File: src/rtl/bmh_pkg.sv
package bmh_pkg;

  // field widths of the stream items and the register
  localparam int MAX_K_DEFAULT = 16;
  localparam int CAP_W         = 5;
  localparam logic [CAP_W-1:0] CAP_RESET = 5'd16;
  localparam int MODE_W        = 2;
  localparam int IDX_W         = 16;
  localparam int DIST_W        = 32;
  localparam int STAT_W        = 3;
  localparam int FILL_OUT_W    = 5;
  localparam int S_TDATA_W     = 48;
  localparam int M_TDATA_W     = 56;

  // one stored heap entry, index in the low bits as on the input stream
  typedef struct packed {
    logic [DIST_W-1:0] distance;
    logic [IDX_W-1:0]  idx;
  } entry_t;

  typedef enum logic [MODE_W-1:0] {
    MODE_CLEAR  = 2'd0,
    MODE_INSERT = 2'd1,
    MODE_DRAIN  = 2'd2
  } mode_t;

  typedef enum logic [STAT_W-1:0] {
    ST_CLEARED   = 3'd0,
    ST_APPENDED  = 3'd1,
    ST_REPLACED  = 3'd2,
    ST_DISCARDED = 3'd3,
    ST_DRAINED   = 3'd4,
    ST_EMPTY     = 3'd5
  } status_t;

  // sequencer step addresses
  typedef enum logic [3:0] {
    U_IDLE  = 4'd0,
    U_CLR   = 4'd1,
    U_INS   = 4'd2,
    U_UPRD  = 4'd3,
    U_UPCMP = 4'd4,
    U_RTCMP = 4'd5,
    U_DNRD  = 4'd6,
    U_DNCMP = 4'd7,
    U_DRN   = 4'd8,
    U_DRRD  = 4'd9,
    U_DROUT = 4'd10
  } upc_t;

  // branch conditions
  typedef enum logic [3:0] {
    C_ALWAYS = 4'd0,
    C_IN     = 4'd1,
    C_APPEND = 4'd2,
    C_IZERO  = 4'd3,
    C_PLT    = 4'd4,
    C_RLT    = 4'd5,
    C_DNSWAP = 4'd6,
    C_EMPTY  = 4'd7,
    C_DLAST  = 4'd8
  } cond_t;

  // memory read issue
  typedef enum logic [2:0] {
    RD_NONE   = 3'd0,
    RD_ROOT   = 3'd1,
    RD_PARENT = 3'd2,
    RD_KIDS   = 3'd3,
    RD_SLOT   = 3'd4
  } rd_op_t;

  // memory write at the hole slot
  typedef enum logic [1:0] {
    WR_NONE = 2'd0,
    WR_X    = 2'd1,
    WR_PAR  = 2'd2,
    WR_BIG  = 2'd3
  } wr_op_t;

  // slot pointer update
  typedef enum logic [1:0] {
    IX_NONE = 2'd0,
    IX_ZERO = 2'd1,
    IX_FILL = 2'd2,
    IX_INC  = 2'd3
  } ix_op_t;

  typedef enum logic [1:0] {
    FA_NONE  = 2'd0,
    FA_CLEAR = 2'd1,
    FA_INC   = 2'd2
  } fill_op_t;

  // one control word
  typedef struct packed {
    cond_t    cond;
    upc_t     jmp;
    upc_t     nxt;
    logic     disp;
    rd_op_t   rd;
    wr_op_t   wr_hit;
    wr_op_t   wr_miss;
    ix_op_t   ia_hit;
    ix_op_t   ia_miss;
    fill_op_t fa_hit;
    logic     need_out;
    logic     emit_hit;
    logic     emit_miss;
    status_t  st_hit;
    status_t  st_miss;
    logic     drn;
  } uword_t;

  // control store
  function automatic uword_t ucode(upc_t pc);
    uword_t w;
    w = '0;
    unique case (pc)
      U_IDLE: begin
        w.cond = C_IN;
        w.disp = 1'b1;
        w.nxt  = U_IDLE;
      end
      U_CLR: begin
        w.cond     = C_ALWAYS;
        w.fa_hit   = FA_CLEAR;
        w.need_out = 1'b1;
        w.emit_hit = 1'b1;
        w.st_hit   = ST_CLEARED;
        w.jmp      = U_IDLE;
      end
      U_INS: begin
        w.cond   = C_APPEND;
        w.ia_hit = IX_FILL;
        w.fa_hit = FA_INC;
        w.jmp    = U_UPRD;
        w.rd     = RD_ROOT;
        w.nxt    = U_RTCMP;
      end
      U_UPRD: begin
        w.cond     = C_IZERO;
        w.wr_hit   = WR_X;
        w.need_out = 1'b1;
        w.emit_hit = 1'b1;
        w.st_hit   = ST_APPENDED;
        w.jmp      = U_IDLE;
        w.rd       = RD_PARENT;
        w.nxt      = U_UPCMP;
      end
      U_UPCMP: begin
        w.cond      = C_PLT;
        w.wr_hit    = WR_PAR;
        w.jmp       = U_UPRD;
        w.wr_miss   = WR_X;
        w.need_out  = 1'b1;
        w.emit_miss = 1'b1;
        w.st_miss   = ST_APPENDED;
        w.nxt       = U_IDLE;
      end
      U_RTCMP: begin
        w.cond      = C_RLT;
        w.ia_hit    = IX_ZERO;
        w.jmp       = U_DNRD;
        w.need_out  = 1'b1;
        w.emit_miss = 1'b1;
        w.st_miss   = ST_DISCARDED;
        w.nxt       = U_IDLE;
      end
      U_DNRD: begin
        w.cond = C_ALWAYS;
        w.rd   = RD_KIDS;
        w.jmp  = U_DNCMP;
      end
      U_DNCMP: begin
        w.cond      = C_DNSWAP;
        w.wr_hit    = WR_BIG;
        w.jmp       = U_DNRD;
        w.wr_miss   = WR_X;
        w.need_out  = 1'b1;
        w.emit_miss = 1'b1;
        w.st_miss   = ST_REPLACED;
        w.nxt       = U_IDLE;
      end
      U_DRN: begin
        w.cond     = C_EMPTY;
        w.need_out = 1'b1;
        w.emit_hit = 1'b1;
        w.st_hit   = ST_EMPTY;
        w.jmp      = U_IDLE;
        w.ia_miss  = IX_ZERO;
        w.nxt      = U_DRRD;
      end
      U_DRRD: begin
        w.cond = C_ALWAYS;
        w.rd   = RD_SLOT;
        w.jmp  = U_DROUT;
      end
      U_DROUT: begin
        w.cond      = C_DLAST;
        w.drn       = 1'b1;
        w.need_out  = 1'b1;
        w.emit_hit  = 1'b1;
        w.emit_miss = 1'b1;
        w.st_hit    = ST_DRAINED;
        w.st_miss   = ST_DRAINED;
        w.jmp       = U_IDLE;
        w.ia_miss   = IX_INC;
        w.nxt       = U_DRRD;
      end
      default: begin
        w.nxt = U_IDLE;
      end
    endcase
    return w;
  endfunction

  // entry step for each operation code
  function automatic upc_t dispatch(logic [MODE_W-1:0] mode);
    upc_t t;
    unique case (mode)
      MODE_CLEAR:  t = U_CLR;
      MODE_INSERT: t = U_INS;
      MODE_DRAIN:  t = U_DRN;
      default:     t = U_IDLE;
    endcase
    return t;
  endfunction

endpackage

File: src/rtl/bounded_max_heap_top_k.sv
// channel   dir  handshake              payload (low bit up)
// s_*       in   s_tvalid / s_tready    tuser: mode; tdata: sample_index, distance
// m_*       out  m_tvalid / m_tready    tuser: status; tdata: entry_index,
//                                       entry_distance, fill_count; tlast: last
// cfg_*     in   cfg_valid / cfg_ready  cfg_data: capacity
//
// Steps after the idle step that takes an item: clear clears; insert reads the
// root, then discards, or appends and climbs by parent compares level by level,
// or replaces the root and sinks by child compares; drain reads out each entry.
// Input is taken only in the idle step; a step that may emit stalls while
// the output register still holds a result that was not yet transferred.
// Synchronous reset empties the heap, sets capacity to 16; no clearing pass.
module bounded_max_heap_top_k #(
  parameter int MAX_K = bmh_pkg::MAX_K_DEFAULT
) (
  input  logic                           clk,
  input  logic                           rst,
  // configuration write
  input  logic                           cfg_valid,
  output logic                           cfg_ready,
  input  logic [bmh_pkg::CAP_W-1:0]      cfg_data,   // capacity
  // input stream
  input  logic                           s_tvalid,
  output logic                           s_tready,
  input  logic [bmh_pkg::S_TDATA_W-1:0]  s_tdata,    // sample_index, distance
  input  logic [bmh_pkg::MODE_W-1:0]     s_tuser,    // mode
  // result stream
  output logic                           m_tvalid,
  input  logic                           m_tready,
  output logic [bmh_pkg::M_TDATA_W-1:0]  m_tdata,    // entry_index, entry_distance,
                                                     // fill_count, zero pad
  output logic [bmh_pkg::STAT_W-1:0]     m_tuser,    // status
  output logic                           m_tlast     // last
);

  localparam int AW = (MAX_K > 1) ? $clog2(MAX_K) : 1;
  localparam int FW = $clog2(MAX_K + 1);
  localparam int CW = AW + 2;
  localparam int PAD_W = bmh_pkg::M_TDATA_W - bmh_pkg::IDX_W - bmh_pkg::DIST_W
                         - bmh_pkg::FILL_OUT_W;

  // heap storage
  bmh_pkg::entry_t mem [MAX_K];
  bmh_pkg::entry_t rd_a;
  bmh_pkg::entry_t rd_b;

  // sequencer and datapath registers
  bmh_pkg::upc_t              pc;
  logic [FW-1:0]              fill;
  logic [bmh_pkg::CAP_W-1:0]  cap;
  logic [AW-1:0]              slot;
  logic [AW-1:0]              pa;
  logic [AW-1:0]              l_addr;
  logic [AW-1:0]              r_addr;
  logic                       l_ok;
  logic                       r_ok;
  bmh_pkg::entry_t            x;

  // output register
  bmh_pkg::status_t               o_status;
  logic [bmh_pkg::IDX_W-1:0]      o_idx;
  logic [bmh_pkg::DIST_W-1:0]     o_dist;
  logic [bmh_pkg::FILL_OUT_W-1:0] o_fill;
  logic                           o_last;

  // combinational control
  bmh_pkg::uword_t   uw;
  bmh_pkg::upc_t     pc_next;
  logic [FW-1:0]     fill_next;
  logic [FW-1:0]     eff_cap;
  logic              out_free;
  logic              hold;
  logic              in_acc;
  logic              hit;
  logic              emit;
  bmh_pkg::status_t  st;
  bmh_pkg::wr_op_t   wr_op;
  bmh_pkg::ix_op_t   ia;
  bmh_pkg::fill_op_t fa;
  logic              pick_l;
  logic              pick_r;
  bmh_pkg::entry_t   big_ent;
  logic [AW-1:0]     big_addr;
  logic [AW-1:0]     parent;
  logic [CW-1:0]     lc;
  logic [CW-1:0]     rc;
  logic [AW-1:0]     ra;
  logic [AW-1:0]     rb;
  logic              rd_en;
  logic              we;
  bmh_pkg::entry_t   wd;

  assign cfg_ready = 1'b1;
  assign s_tready  = (pc == bmh_pkg::U_IDLE);
  assign m_tdata   = {{PAD_W{1'b0}}, o_fill, o_dist, o_idx};
  assign m_tuser   = o_status;
  assign m_tlast   = o_last;

  // effective capacity, clamped to 1..MAX_K
  always_comb begin
    if (cap == '0) begin
      eff_cap = FW'(1);
    end else if (32'(cap) > MAX_K) begin
      eff_cap = FW'(MAX_K);
    end else begin
      eff_cap = FW'(cap);
    end
  end

  // heap neighbor addresses
  assign parent = AW'((slot - AW'(1)) >> 1);
  assign lc     = CW'({slot, 1'b1});
  assign rc     = lc + CW'(1);

  // larger child against the held entry, left checked first
  always_comb begin
    pick_l   = l_ok && (rd_a.distance > x.distance);
    pick_r   = r_ok && (rd_b.distance > (pick_l ? rd_a.distance : x.distance));
    big_ent  = pick_r ? rd_b : rd_a;
    big_addr = pick_r ? r_addr : l_addr;
  end

  // decode the current control word
  always_comb begin
    uw       = bmh_pkg::ucode(pc);
    out_free = !m_tvalid || m_tready;
    hold     = uw.need_out && !out_free;
    in_acc   = s_tvalid && s_tready;

    unique case (uw.cond)
      bmh_pkg::C_ALWAYS: hit = 1'b1;
      bmh_pkg::C_IN:     hit = in_acc;
      bmh_pkg::C_APPEND: hit = (fill < eff_cap);
      bmh_pkg::C_IZERO:  hit = (slot == '0);
      bmh_pkg::C_PLT:    hit = (rd_a.distance < x.distance);
      bmh_pkg::C_RLT:    hit = (x.distance < rd_a.distance);
      bmh_pkg::C_DNSWAP: hit = pick_l || pick_r;
      bmh_pkg::C_EMPTY:  hit = (fill == '0);
      bmh_pkg::C_DLAST:  hit = ((FW'(slot) + FW'(1)) == fill);
      default:           hit = 1'b0;
    endcase

    wr_op = hit ? uw.wr_hit : uw.wr_miss;
    ia    = hit ? uw.ia_hit : uw.ia_miss;
    fa    = hit ? uw.fa_hit : bmh_pkg::FA_NONE;
    emit  = hit ? uw.emit_hit : uw.emit_miss;
    st    = hit ? uw.st_hit : uw.st_miss;

    // fill after this step
    unique case (fa)
      bmh_pkg::FA_CLEAR: fill_next = '0;
      bmh_pkg::FA_INC:   fill_next = fill + FW'(1);
      default:           fill_next = fill;
    endcase

    // step sequencing
    if (uw.disp && in_acc) begin
      pc_next = bmh_pkg::dispatch(s_tuser);
    end else if (hit) begin
      pc_next = uw.jmp;
    end else begin
      pc_next = uw.nxt;
    end

    // memory read addresses
    unique case (uw.rd)
      bmh_pkg::RD_ROOT:   ra = '0;
      bmh_pkg::RD_PARENT: ra = parent;
      bmh_pkg::RD_KIDS:   ra = lc[AW-1:0];
      bmh_pkg::RD_SLOT:   ra = slot;
      default:            ra = '0;
    endcase
    rb    = rc[AW-1:0];
    rd_en = !hold && (uw.rd != bmh_pkg::RD_NONE);

    // memory write at the hole
    we = !hold && (wr_op != bmh_pkg::WR_NONE);
    unique case (wr_op)
      bmh_pkg::WR_PAR: wd = rd_a;
      bmh_pkg::WR_BIG: wd = big_ent;
      default:         wd = x;
    endcase
  end

  // heap memory, registered reads
  always_ff @(posedge clk) begin
    if (we) begin
      mem[slot] <= wd;
    end
    if (rd_en) begin
      rd_a <= mem[ra];
      rd_b <= mem[rb];
    end
  end

  // sequencer control state
  always_ff @(posedge clk) begin
    if (rst) begin
      pc       <= bmh_pkg::U_IDLE;
      fill     <= '0;
      cap      <= bmh_pkg::CAP_RESET;
      m_tvalid <= 1'b0;
    end else begin
      if (cfg_valid && cfg_ready) begin
        cap <= cfg_data;
      end
      if (!hold) begin
        pc   <= pc_next;
        fill <= fill_next;
      end
      if (!hold && emit) begin
        m_tvalid <= 1'b1;
      end else if (m_tready) begin
        m_tvalid <= 1'b0;
      end
    end
  end

  // datapath and result payload
  always_ff @(posedge clk) begin
    if (in_acc) begin
      x <= s_tdata;
    end
    if (!hold) begin
      // slot pointer
      if (wr_op == bmh_pkg::WR_PAR) begin
        slot <= pa;
      end else if (wr_op == bmh_pkg::WR_BIG) begin
        slot <= big_addr;
      end else begin
        case (ia)
          bmh_pkg::IX_ZERO: slot <= '0;
          bmh_pkg::IX_FILL: slot <= AW'(fill);
          bmh_pkg::IX_INC:  slot <= slot + AW'(1);
          default:          slot <= slot;
        endcase
      end
      // neighbor addresses that go with the read data
      if (uw.rd != bmh_pkg::RD_NONE) begin
        pa     <= parent;
        l_addr <= lc[AW-1:0];
        r_addr <= rc[AW-1:0];
        l_ok   <= (lc < CW'(fill));
        r_ok   <= (rc < CW'(fill));
      end
      // result load
      if (emit) begin
        o_status <= st;
        o_idx    <= uw.drn ? rd_a.idx : '0;
        o_dist   <= uw.drn ? rd_a.distance : '0;
        o_fill   <= bmh_pkg::FILL_OUT_W'(fill_next);
        o_last   <= uw.drn ? hit : 1'b1;
      end
    end
  end

endmodule
File: config.mk
export PLATFORM = sky130hd
export DESIGN_NAME = bounded_max_heap_top_k
export DESIGN_NICKNAME = d
export VERILOG_FILES = /design/src/rtl/bmh_pkg.sv /design/src/rtl/bounded_max_heap_top_k.sv
export SDC_FILE = /design/constraint.sdc
export NUM_CORES = 1
export LEC_CHECK = 0
export BUFFER_PORTS_ARGS = -buffer_cell sky130_fd_sc_hd__buf_2
export CAP_MARGIN = 20
export CORE_ASPECT_RATIO = 1.4
export CORE_MARGIN = 5
export CORE_UTILIZATION = 40
export CTS_BUF_LIST = sky130_fd_sc_hd__clkbuf_16
export DETAILED_ROUTE_END_ITERATION = 6
export GPL_TIMING_DRIVEN = 0
export PLACE_DENSITY = 0.58
export SLEW_MARGIN = 40
export SYNTH_ARGS = -nofsm -noshare
export SYNTH_HDL_FRONTEND = slang
export SYNTH_SLANG_ARGS = --single-unit
File: constraint.sdc
create_clock -name clk -period 7.5 [get_ports clk]
set_clock_uncertainty 0.05 [all_clocks]
set_input_delay 0.375 -clock clk [delete_from_list [all_inputs] [get_ports clk]]
set_output_delay 0.375 -clock clk [all_outputs]
set_load 0.03 [all_outputs]
# Word level (Yosys, flattened, before mapping)
# Memories as Yosys holds them, arrays and structs flattened. A register that Yosys moved wholly into a read port is not among the register bits.
# Cells that the tools add are included.
[classes]
addsub = 5
n_lt_le_gt_ge = 8
eq_ne = 31
mux = 40
bitwise_logic = 1
reduce_logical = 33
[ops]
columns = ["operator", "n"]
rows = [
  ["$pmux 48 s2", 1],
  ["$gt 32x32->1", 2],
  ["$lt 32x32->1", 2],
  ["$mux 48", 1],
  ["$pmux 4 s3", 4],
  ["$eq 4x3->1 const B", 8],
  ["$mux 32", 1],
  ["$pmux 4 s8", 1],
  ["$pmux 3 s4", 2],
  ["$eq 4x2->1 const B", 4],
  ["$eq 4x4->1 const B", 4],
  ["$mux 4", 4],
  ["$pmux 4 s4", 1],
  ["$eq 2x2->1 const B", 6],
  ["$logic_not 4->1", 3],
  ["$pmux 2 s2", 3],
  ["$mux 1", 11],
  ["$logic_not 5->1", 2],
  ["$lt 5x5->1", 2],
  ["$mux 5", 2],
  ["$pmux 5 s2", 1],
  ["$pmux 1 s9", 1],
  ["$pmux 3 s3", 1],
  ["$eq 4x1->1 const B", 2],
  ["26 further kinds", 49],
]
[totals]
regBits = 136
ram_bits = 768
inputBits = 60
out_inout_bits = 63
memories = 1
[mem_list]
columns = ["name", "depth", "width", "rd", "rd_ports_with_merged_regs", "wr", "line", "source"]
rows = [
  ["mem", 16, 48, 2, 2, 1, "bounded_max_heap_top_k.sv:43", "bmh_pkg::entry_t mem [MAX_K];"],
]

# Longest topological paths before layout
# Gate-level depths: netlist of the first run.
[depth]
word_depth = 12
depth_mapped = 24
depth_no_buf = 22

# Least setup slack after synthesis of the first run
# No wires, ideal clock.
[synth_timing]
path_kind = "reg-to-reg"
start = "register x[47] in the netlist's numbering"
end = "register o_last, in the netlist m_tlast, enable pin"
setup_ns = 0.472
arrival_time_ns = 6.339
setup_slack_ns = 0.639
path_stages_with_launch = 19
path_cell_list = "edfxtp_1 ha_1 nand4_2 or4_4 a31oi_4 or3b_1 buf_4 buf_2 mux2i_1 ha_1 nand4_1 nor4_1 nand2_1 o31a_1 o21ai_1 buf_4 a31oi_1 a2bb2oi_1 nor2_1"
[synth_between]
elab_chain_len = 9
word_cells_on_any_way = 11
cone_classes = "order compare: 4; mux: 3; reduce/logical: 4"
[synth_rtl]
columns = ["item", "line", "source"]
rows = [
  ["start: declaration", "bounded_max_heap_top_k.sv:57", "bmh_pkg::entry_t x;"],
  ["start signal: assignment", "bounded_max_heap_top_k.sv:222", "x <= s_tdata;"],
  ["$gt 32x32->1", "bounded_max_heap_top_k.sv:117", "pick_l = l_ok && (rd_a.distance > x.distance);"],
  ["$logic_and 1x1->1", "bounded_max_heap_top_k.sv:117", ""],
  ["$mux 32", "bounded_max_heap_top_k.sv:118", "pick_r = r_ok && (rd_b.distance > (pick_l ? rd_a.distance : x.distance));"],
  ["$gt 32x32->1", "bounded_max_heap_top_k.sv:118", ""],
  ["$logic_and 1x1->1", "bounded_max_heap_top_k.sv:118", ""],
  ["$logic_or 1x1->1", "bounded_max_heap_top_k.sv:137", "bmh_pkg::C_DNSWAP: hit = pick_l || pick_r;"],
  ["$pmux 1 s9 (*)", "bounded_max_heap_top_k.sv:130", "unique case (uw.cond)"],
  ["$mux 1 (*)", "bounded_max_heap_top_k.sv:146", "emit = hit ? uw.emit_hit : uw.emit_miss;"],
  ["$reduce_and 2->1 (no source line) (*)", "n/a", ""],
  ["end signal: assignment", "bounded_max_heap_top_k.sv:252", "o_last <= uw.drn ? hit : 1'b1;"],
  ["end: declaration", "bounded_max_heap_top_k.sv:64", "logic o_last;"],
]
# Mark *: on every way between the ends. The rest lies on a longest branch, timed or not.
# A chain may end at the register's enable or synchronous reset.

==> results of run 1 <==
==> stage by stage <==
| step | setup TNS (ns) | setup slack, ns |
|---|---|---|
| global route | 0 | 0.00430 |
| global placement | -1906.90 | -6.67 |
| finish | 0 | 0.0218 |
| floorplan | 0 | 0.639 |
| detailed placement | -9.63 | -0.161 |
| CTS | 0 | 0.00621 |
==> state kept, by name, summed over array words and instances, names as in the netlist, 16 cells and up <==
register / flops
x: 48
rd_b: 48
o_idx: 16
o_dist: 32
mem: 768
rd_a: 48
==> synth_stat cells, drive strengths merged, types with 3 or more instances <==
cell	count
edfxtp	984
nand2	435
a211oi	244
and2	193
clkbuf	144
a21oi	141
a31oi	102
a311oi	98
mux4	96
nor2	94
buf	88
ha	85
inv	56
a221o	50
mux2	48
nor3	48
mux2i	35
o21ai	24
nor2b	23
and3	20
nand4	16
dfxtp	15
nand3	12
nand2b	8
o211ai	8
a21o	7
a22o	6
xnor2	6
xor2	4
a221oi	3
a22oi	3
a2bb2oi	3
nor4	3
==> cell type report <==
class | instances | area, sq um | share of cell area
Sequential cell | 999 | 29800 | 0.569
Multi-Input combinational cell | 1848 | 13600 | 0.259
Timing Repair Buffer | 290 | 2790 | 0.0531
Clock buffer | 97 | 2430 | 0.0463
Tap cell | 1460 | 1830 | 0.0348
Buffer | 232 | 1030 | 0.0197
Clock inverter | 80 | 728 | 0.0139
Inverter | 56 | 215 | 0.00410
Antenna cell | 1 | 2.50 | 0.0000477
==> path summary, 6_finish.rpt <==
| check | slack, ns | cells past startpoint | endpoint |
|---|---|---|---|
| max | 0.02 | 19 | mem[7][39] |
| min | 0.05 | 2 | cap[4] |
| max reg2reg | 0.02 | 19 | mem[7][39] |
| min reg2reg | 0.45 | 2 | cap[0] |
==> cell families (layout without fill, tap and decap cells) <==
logic type	after synthesis	after routing	share of synthesized area
AO/OA/AOI/OAI	709	709	0.115
XOR/XNOR	10	10	0.00197
adder cells (fa/ha/maj)	85	85	0.0239
buffers and inverters	288	755	0.0272
flip-flops	999	999	0.672
multiplexers	179	179	0.0687
other	2	5	0.000169
AND/OR/NAND/NOR	861	861	0.0909
==> repair_timing <==
action	4_1_cts	5_1_grt
endpoints found under the hold margin	58	0
hold buffers	60	0
endpoints found under the setup margin	170	36
gates cloned	0	0
resized for setup	8	3
==> power groups by stage <==
stage	Combinational, uW	Clock [uW]	Sequential (uW)
final	1100	4940	6380
after global routing	1170	5220	6390
after CTS	1090	4990	6380
after detailed placement	1060	0	6500
after global placement	1010	0	6520
after floorplan	616	0	6510
==> worst reg2reg max path, cell delays in order (launching register included) <==
cell and delay (ns):
edfxtp_1 0.43, ha_1 0.44, nand4_2 0.25, or4_4 0.66, a31oi_4 0.26, or3b_1 0.15, buf_4 0.21, buf_2 0.36
mux2i_1 0.14, ha_1 0.37, nand4_1 0.23, nor4_1 0.62, nand2_1 0.37, a31oi_1 0.50, o21ai_1 0.17, buf_4 0.23
nor2_1 0.14, buf_2 0.39, buf_2 0.58, a221o_1 0.64
==> routing by layer <==
metal	global-route usage	routed length, um	up-vias	share of wire
met4	0.129	8330	4	0.056
li1	-	-	13000	-
met2	0.418	73200	1638	0.49
met3	0.0495	13300	365	0.089
met1	0.295	54000	14900	0.36
met5	0	32	-	0.00021
==> flow_summary.ini, run 1 <==
[setup_path]
crit_type = reg -> reg
r2r_start = x[47]
crit_path_top_delay_cell = or4_4
crit_path_end_kind = register
required_ns = 7.87
critical_path.max_stage_delay_ns = 0.66
cp_common_cell = buf_2
crit_fanout = 16
arrival_ns = 7.84
critical_path.startpoint = x[47]
start_kind = register
critPathTopFamily = simple AND/OR/NAND/NOR gates
path_buf_inv = 5
path_cells = ha_1, nand4_2, or4_4, a31oi_4, or3b_1, buf_4, buf_2, mux2i_1, ha_1, nand4_1, nor4_1, nand2_1, a31oi_1, o21ai_1, buf_4, nor2_1, buf_2, buf_2, a221o_1

[flow_run]
cap_viol_max_count = 0

[timing]
hold_viol = 0
post-route-period-util = 0.997
worstMarginPinSlew_ns = 0.956
fin_crit_ns = 7.48
setup_viol_count_final = 0
holdWs_ns = 0.0496
maxSlewViolCount = 0
rsz0062_at_grt = no
fmax_mhz = 134
slew_headroom = 0.363

[pwr]
p_per_area_nw_per_um2 = 237
power_frac_seq = 0.514
p_leak_uw = 0.0180
comb_power_share = 0.088
power_frac_clock = 0.398
p_sw_frac = 0.239
p_switching_uw = 2970
vdd_drop_max_uv = 160
intPower_uw = 9450
design_power_total_uw = 12400

[clock_network]
htree_levels = 3
cts-buffers-inserted = 96
post_cts_buffers = 0
clkLatencyLatePin_ns = 0.72
cts_sinks = 999
root_buffer = clkbuf_16
clock_path_buffers = 3
cts_tree = yes
clkTransAtPathRegs_ns = 0.06

[min_path]
hp-class = in -> reg
hp-start = cfg_valid

[cells_and_area]
layout.cells.non_filler = 5063
fin_util = 0.475
final_area_sq_um = 52400
final_common_cell = edfxtp_1
drive_above_1_share = 0.182
num-nets-final = 3668
fillCellCount = 9700
final_cell_mix = edfxtp_1, nand2_1, a211oi_1
syn_to_final_growth_pct = 18.0

[global_routing]
grt_pass1_wl_mm = 211
grt_max_degree = 39
grt-ovfl-total = 0
grt_use_total = 0.245
grt_pass1_vias = 30200
antenna_found_initial = 3

[die]
die-area_sq_um = 118000
chipHeight_um = 404
initial_core_util = 0.403
std_cell_rows = 144
die_w_um = 292
top_level_ports = 123
coreArea_sq_um = 110000

[synthesis]
avgSynthCellArea_sq_um = 14.2
synthCells = 3133
ys_types = 74
synth_area_leaders = edfxtp_1, mux4_2, a211oi_1
synth_edf_count = 984
yosys_register_bits = 999
mappedNetlistArea_sq_um = 44400
ys_warn_count = 0
synth_top_area_cell = edfxtp_1
synth_top_area_share = 0.665
async_flop_share = 0
yosysSeqAreaShare = 0.672
synth_flop_cell = edfxtp_1

[routing]
antenna_left = 0
vias_per_cell = 5.91
vias = 29900
remaining_drc_errors = 0
routedWlPerCell_um = 29.4
dr.first_iter.drc_count = 2965
wl_mm = 149
first_pass_iters = 5

[placement]
place.detailed.hpwl_mm = 106
port_buffers = 117
dp.cells = 4825
placed_cell_area_sq_um = 48700
place_congestion = 0.877

[outcome]
status = finished, final reports clean
Note: power is estimated with default switching activity, not from simulation.
==> run 2: changes to the inputs <==
--- a/config.mk
+++ b/config.mk
@@ -12,8 +12,8 @@
 export CORE_UTILIZATION = 40
 export CTS_BUF_LIST = sky130_fd_sc_hd__clkbuf_16
 export DETAILED_ROUTE_END_ITERATION = 6
-export GPL_TIMING_DRIVEN = 0
 export PLACE_DENSITY = 0.58
+export RECOVER_POWER = 25
 export SLEW_MARGIN = 40
 export SYNTH_ARGS = -nofsm -noshare
 export SYNTH_HDL_FRONTEND = slang
==> flow_summary.ini, run 2 (synthesis results as in run 1) <==
[die]
die-area_sq_um = 118000
chipHeight_um = 404
coreArea_sq_um = 110000
initial_core_util = 0.403
top_level_ports = 123
die_w_um = 292
std_cell_rows = 144

[clock_network]
clkTransAtPathRegs_ns = 0.06
htree_levels = 3
cts_sinks = 999
cts_resized = 0
root_buffer = clkbuf_16
clkLatencyLatePin_ns = 0.68
clock_path_buffers = 3
cts_hold_buf = 69
post_cts_buffers = 0
cts_tree = yes
cts-buffers-inserted = 95

[global_routing]
grt_max_degree = 195
antenna_found_initial = 0
grt_pass1_wl_mm = 185
grt-ovfl-total = 0
grt_pass1_vias = 27600
grt_use_total = 0.209

[routing]
wl_mm = 126
vias_per_cell = 5.79
remaining_drc_errors = 0
routedWlPerCell_um = 26.3
first_pass_iters = 6
vias = 27800
dr.first_iter.drc_count = 2430
antenna_left = 0

[setup_path]
crit_path_top_delay_cell = clkbuf_2
critical_path.startpoint = slot[0]
required_ns = 7.75
crit_fanout = 104
critical_path.max_stage_delay_ns = 2.81
r2r_start = slot[0]
path_cells = clkbuf_2, ha_1, nand3_1, nor4_1, clkbuf_1, buf_4
arrival_ns = 7.37
path_buf_inv = 3
crit_path_end_kind = register
critPathTopFamily = buffers and inverters
start_kind = register
crit_type = reg -> reg

[timing]
setup_viol_count_final = 0
post-route-period-util = 0.949
rsz0062_at_grt = no
hold_viol = 0
fmax_mhz = 141
fin_setup_tns_ns = 0
maxSlewViolCount = 392
worstMarginPinSlew_ns = 4.02
fin_crit_ns = 7.11
slew_headroom = -1.68

[cells_and_area]
final_cell_mix = edfxtp_1, nand2_1, a211oi_1
layout.cells.non_filler = 4798
diodes = 0
largest_reg_flops = 768
drive_above_1_share = 0.111
largest_register = mem
final_area_sq_um = 50300
fin_util = 0.457
final_common_cell = edfxtp_1
syn_to_final_growth_pct = 13.3
num-nets-final = 3406

[pwr]
p_leak_uw = 0.0166
vdd_drop_max_uv = 150
design_power_total_uw = 12100
p_per_area_nw_per_um2 = 241

[placement]
place.detailed.hpwl_mm = 71.1
place_congestion = 0.820
placed_cell_area_sq_um = 47000
dp.cells = 4553
port_buffers = 118

[min_path]
hp-start = s_tvalid
hp-class = in -> reg

[outcome]
failed_checks = max-capacitance violations, max-slew violations
status = finished, violations left

[flow_run]
cap_viol_max_count = 14
-- run 2: cell count changes in the layout (fill, tap and decap cells not counted), moves of 11 or more --
cell | previous run | this run
buf_1 | 14 | 0
buf_12 | 2 | 16
buf_16 | 32 | 4
buf_2 | 209 | 17
buf_8 | 21 | 0
clkbuf_1 | 130 | 114
clkbuf_2 | 15 | 1
clkinv_1 | 14 | 28
nor2_4 | 15 | 4
-- run 2: where the power goes --
part / leakage (uW) / internal [uW] / switching (uW)
Sequential: 0.00908 / 6330 / 62.2
Clock: 0.00152 / 2640 / 2100
Combinational: 0.00604 / 365 / 637
-- run 2: final timing paths --
| path | slack, ns | endpoint | cells after the start |
|---|---|---|---|
| hold / removal | 0.20 | pc[0] | 5 |
| hold reg to reg | 0.51 | slot[2] | 1 |
| setup / recovery | 0.39 | mem[15][4] | 6 |
| setup reg to reg | 0.39 | mem[15][4] | 6 |
-- run 2: cell type report --
type	instances	area [sq um]
tap	1460	1830
fill	9751	59900
inverter	56	211
clock inverter	78	622
timing repair buffer	261	1960
sequential	999	29800
multi-input combinational	1848	13500
clock buffer	96	2400
-- run 2: routing by layer --
| metal | wire, um | GRT usage | vias to the layer above |
|---|---|---|---|
| met5 | 0 | 0 | - |
| met1 | 52500 | 0.275 | 14100 |
| met3 | 7420 | 0.0284 | 193 |
| met4 | 4070 | 0.0693 | 0 |
| li1 | - | - | 12500 |
| met2 | 62400 | 0.360 | 954 |
-- run 2: worst min-delay path, stage by stage --
cell and delay, ns:
buf_2 0.11, nand2_1 0.09, nor2_1 0.06, a2bb2oi_1 0.16
a211oi_1 0.09
-- run 2: metrics by stage --
stage / hold WS [ns] / worst slack [ns]
floorplan: 0.394 / 0.639
global placement: 0.427 / 0.962
detailed placement: 0.449 / 0.908
CTS: 0.163 / 0.866
global route: 0.233 / 0.274
finish: 0.203 / 0.385
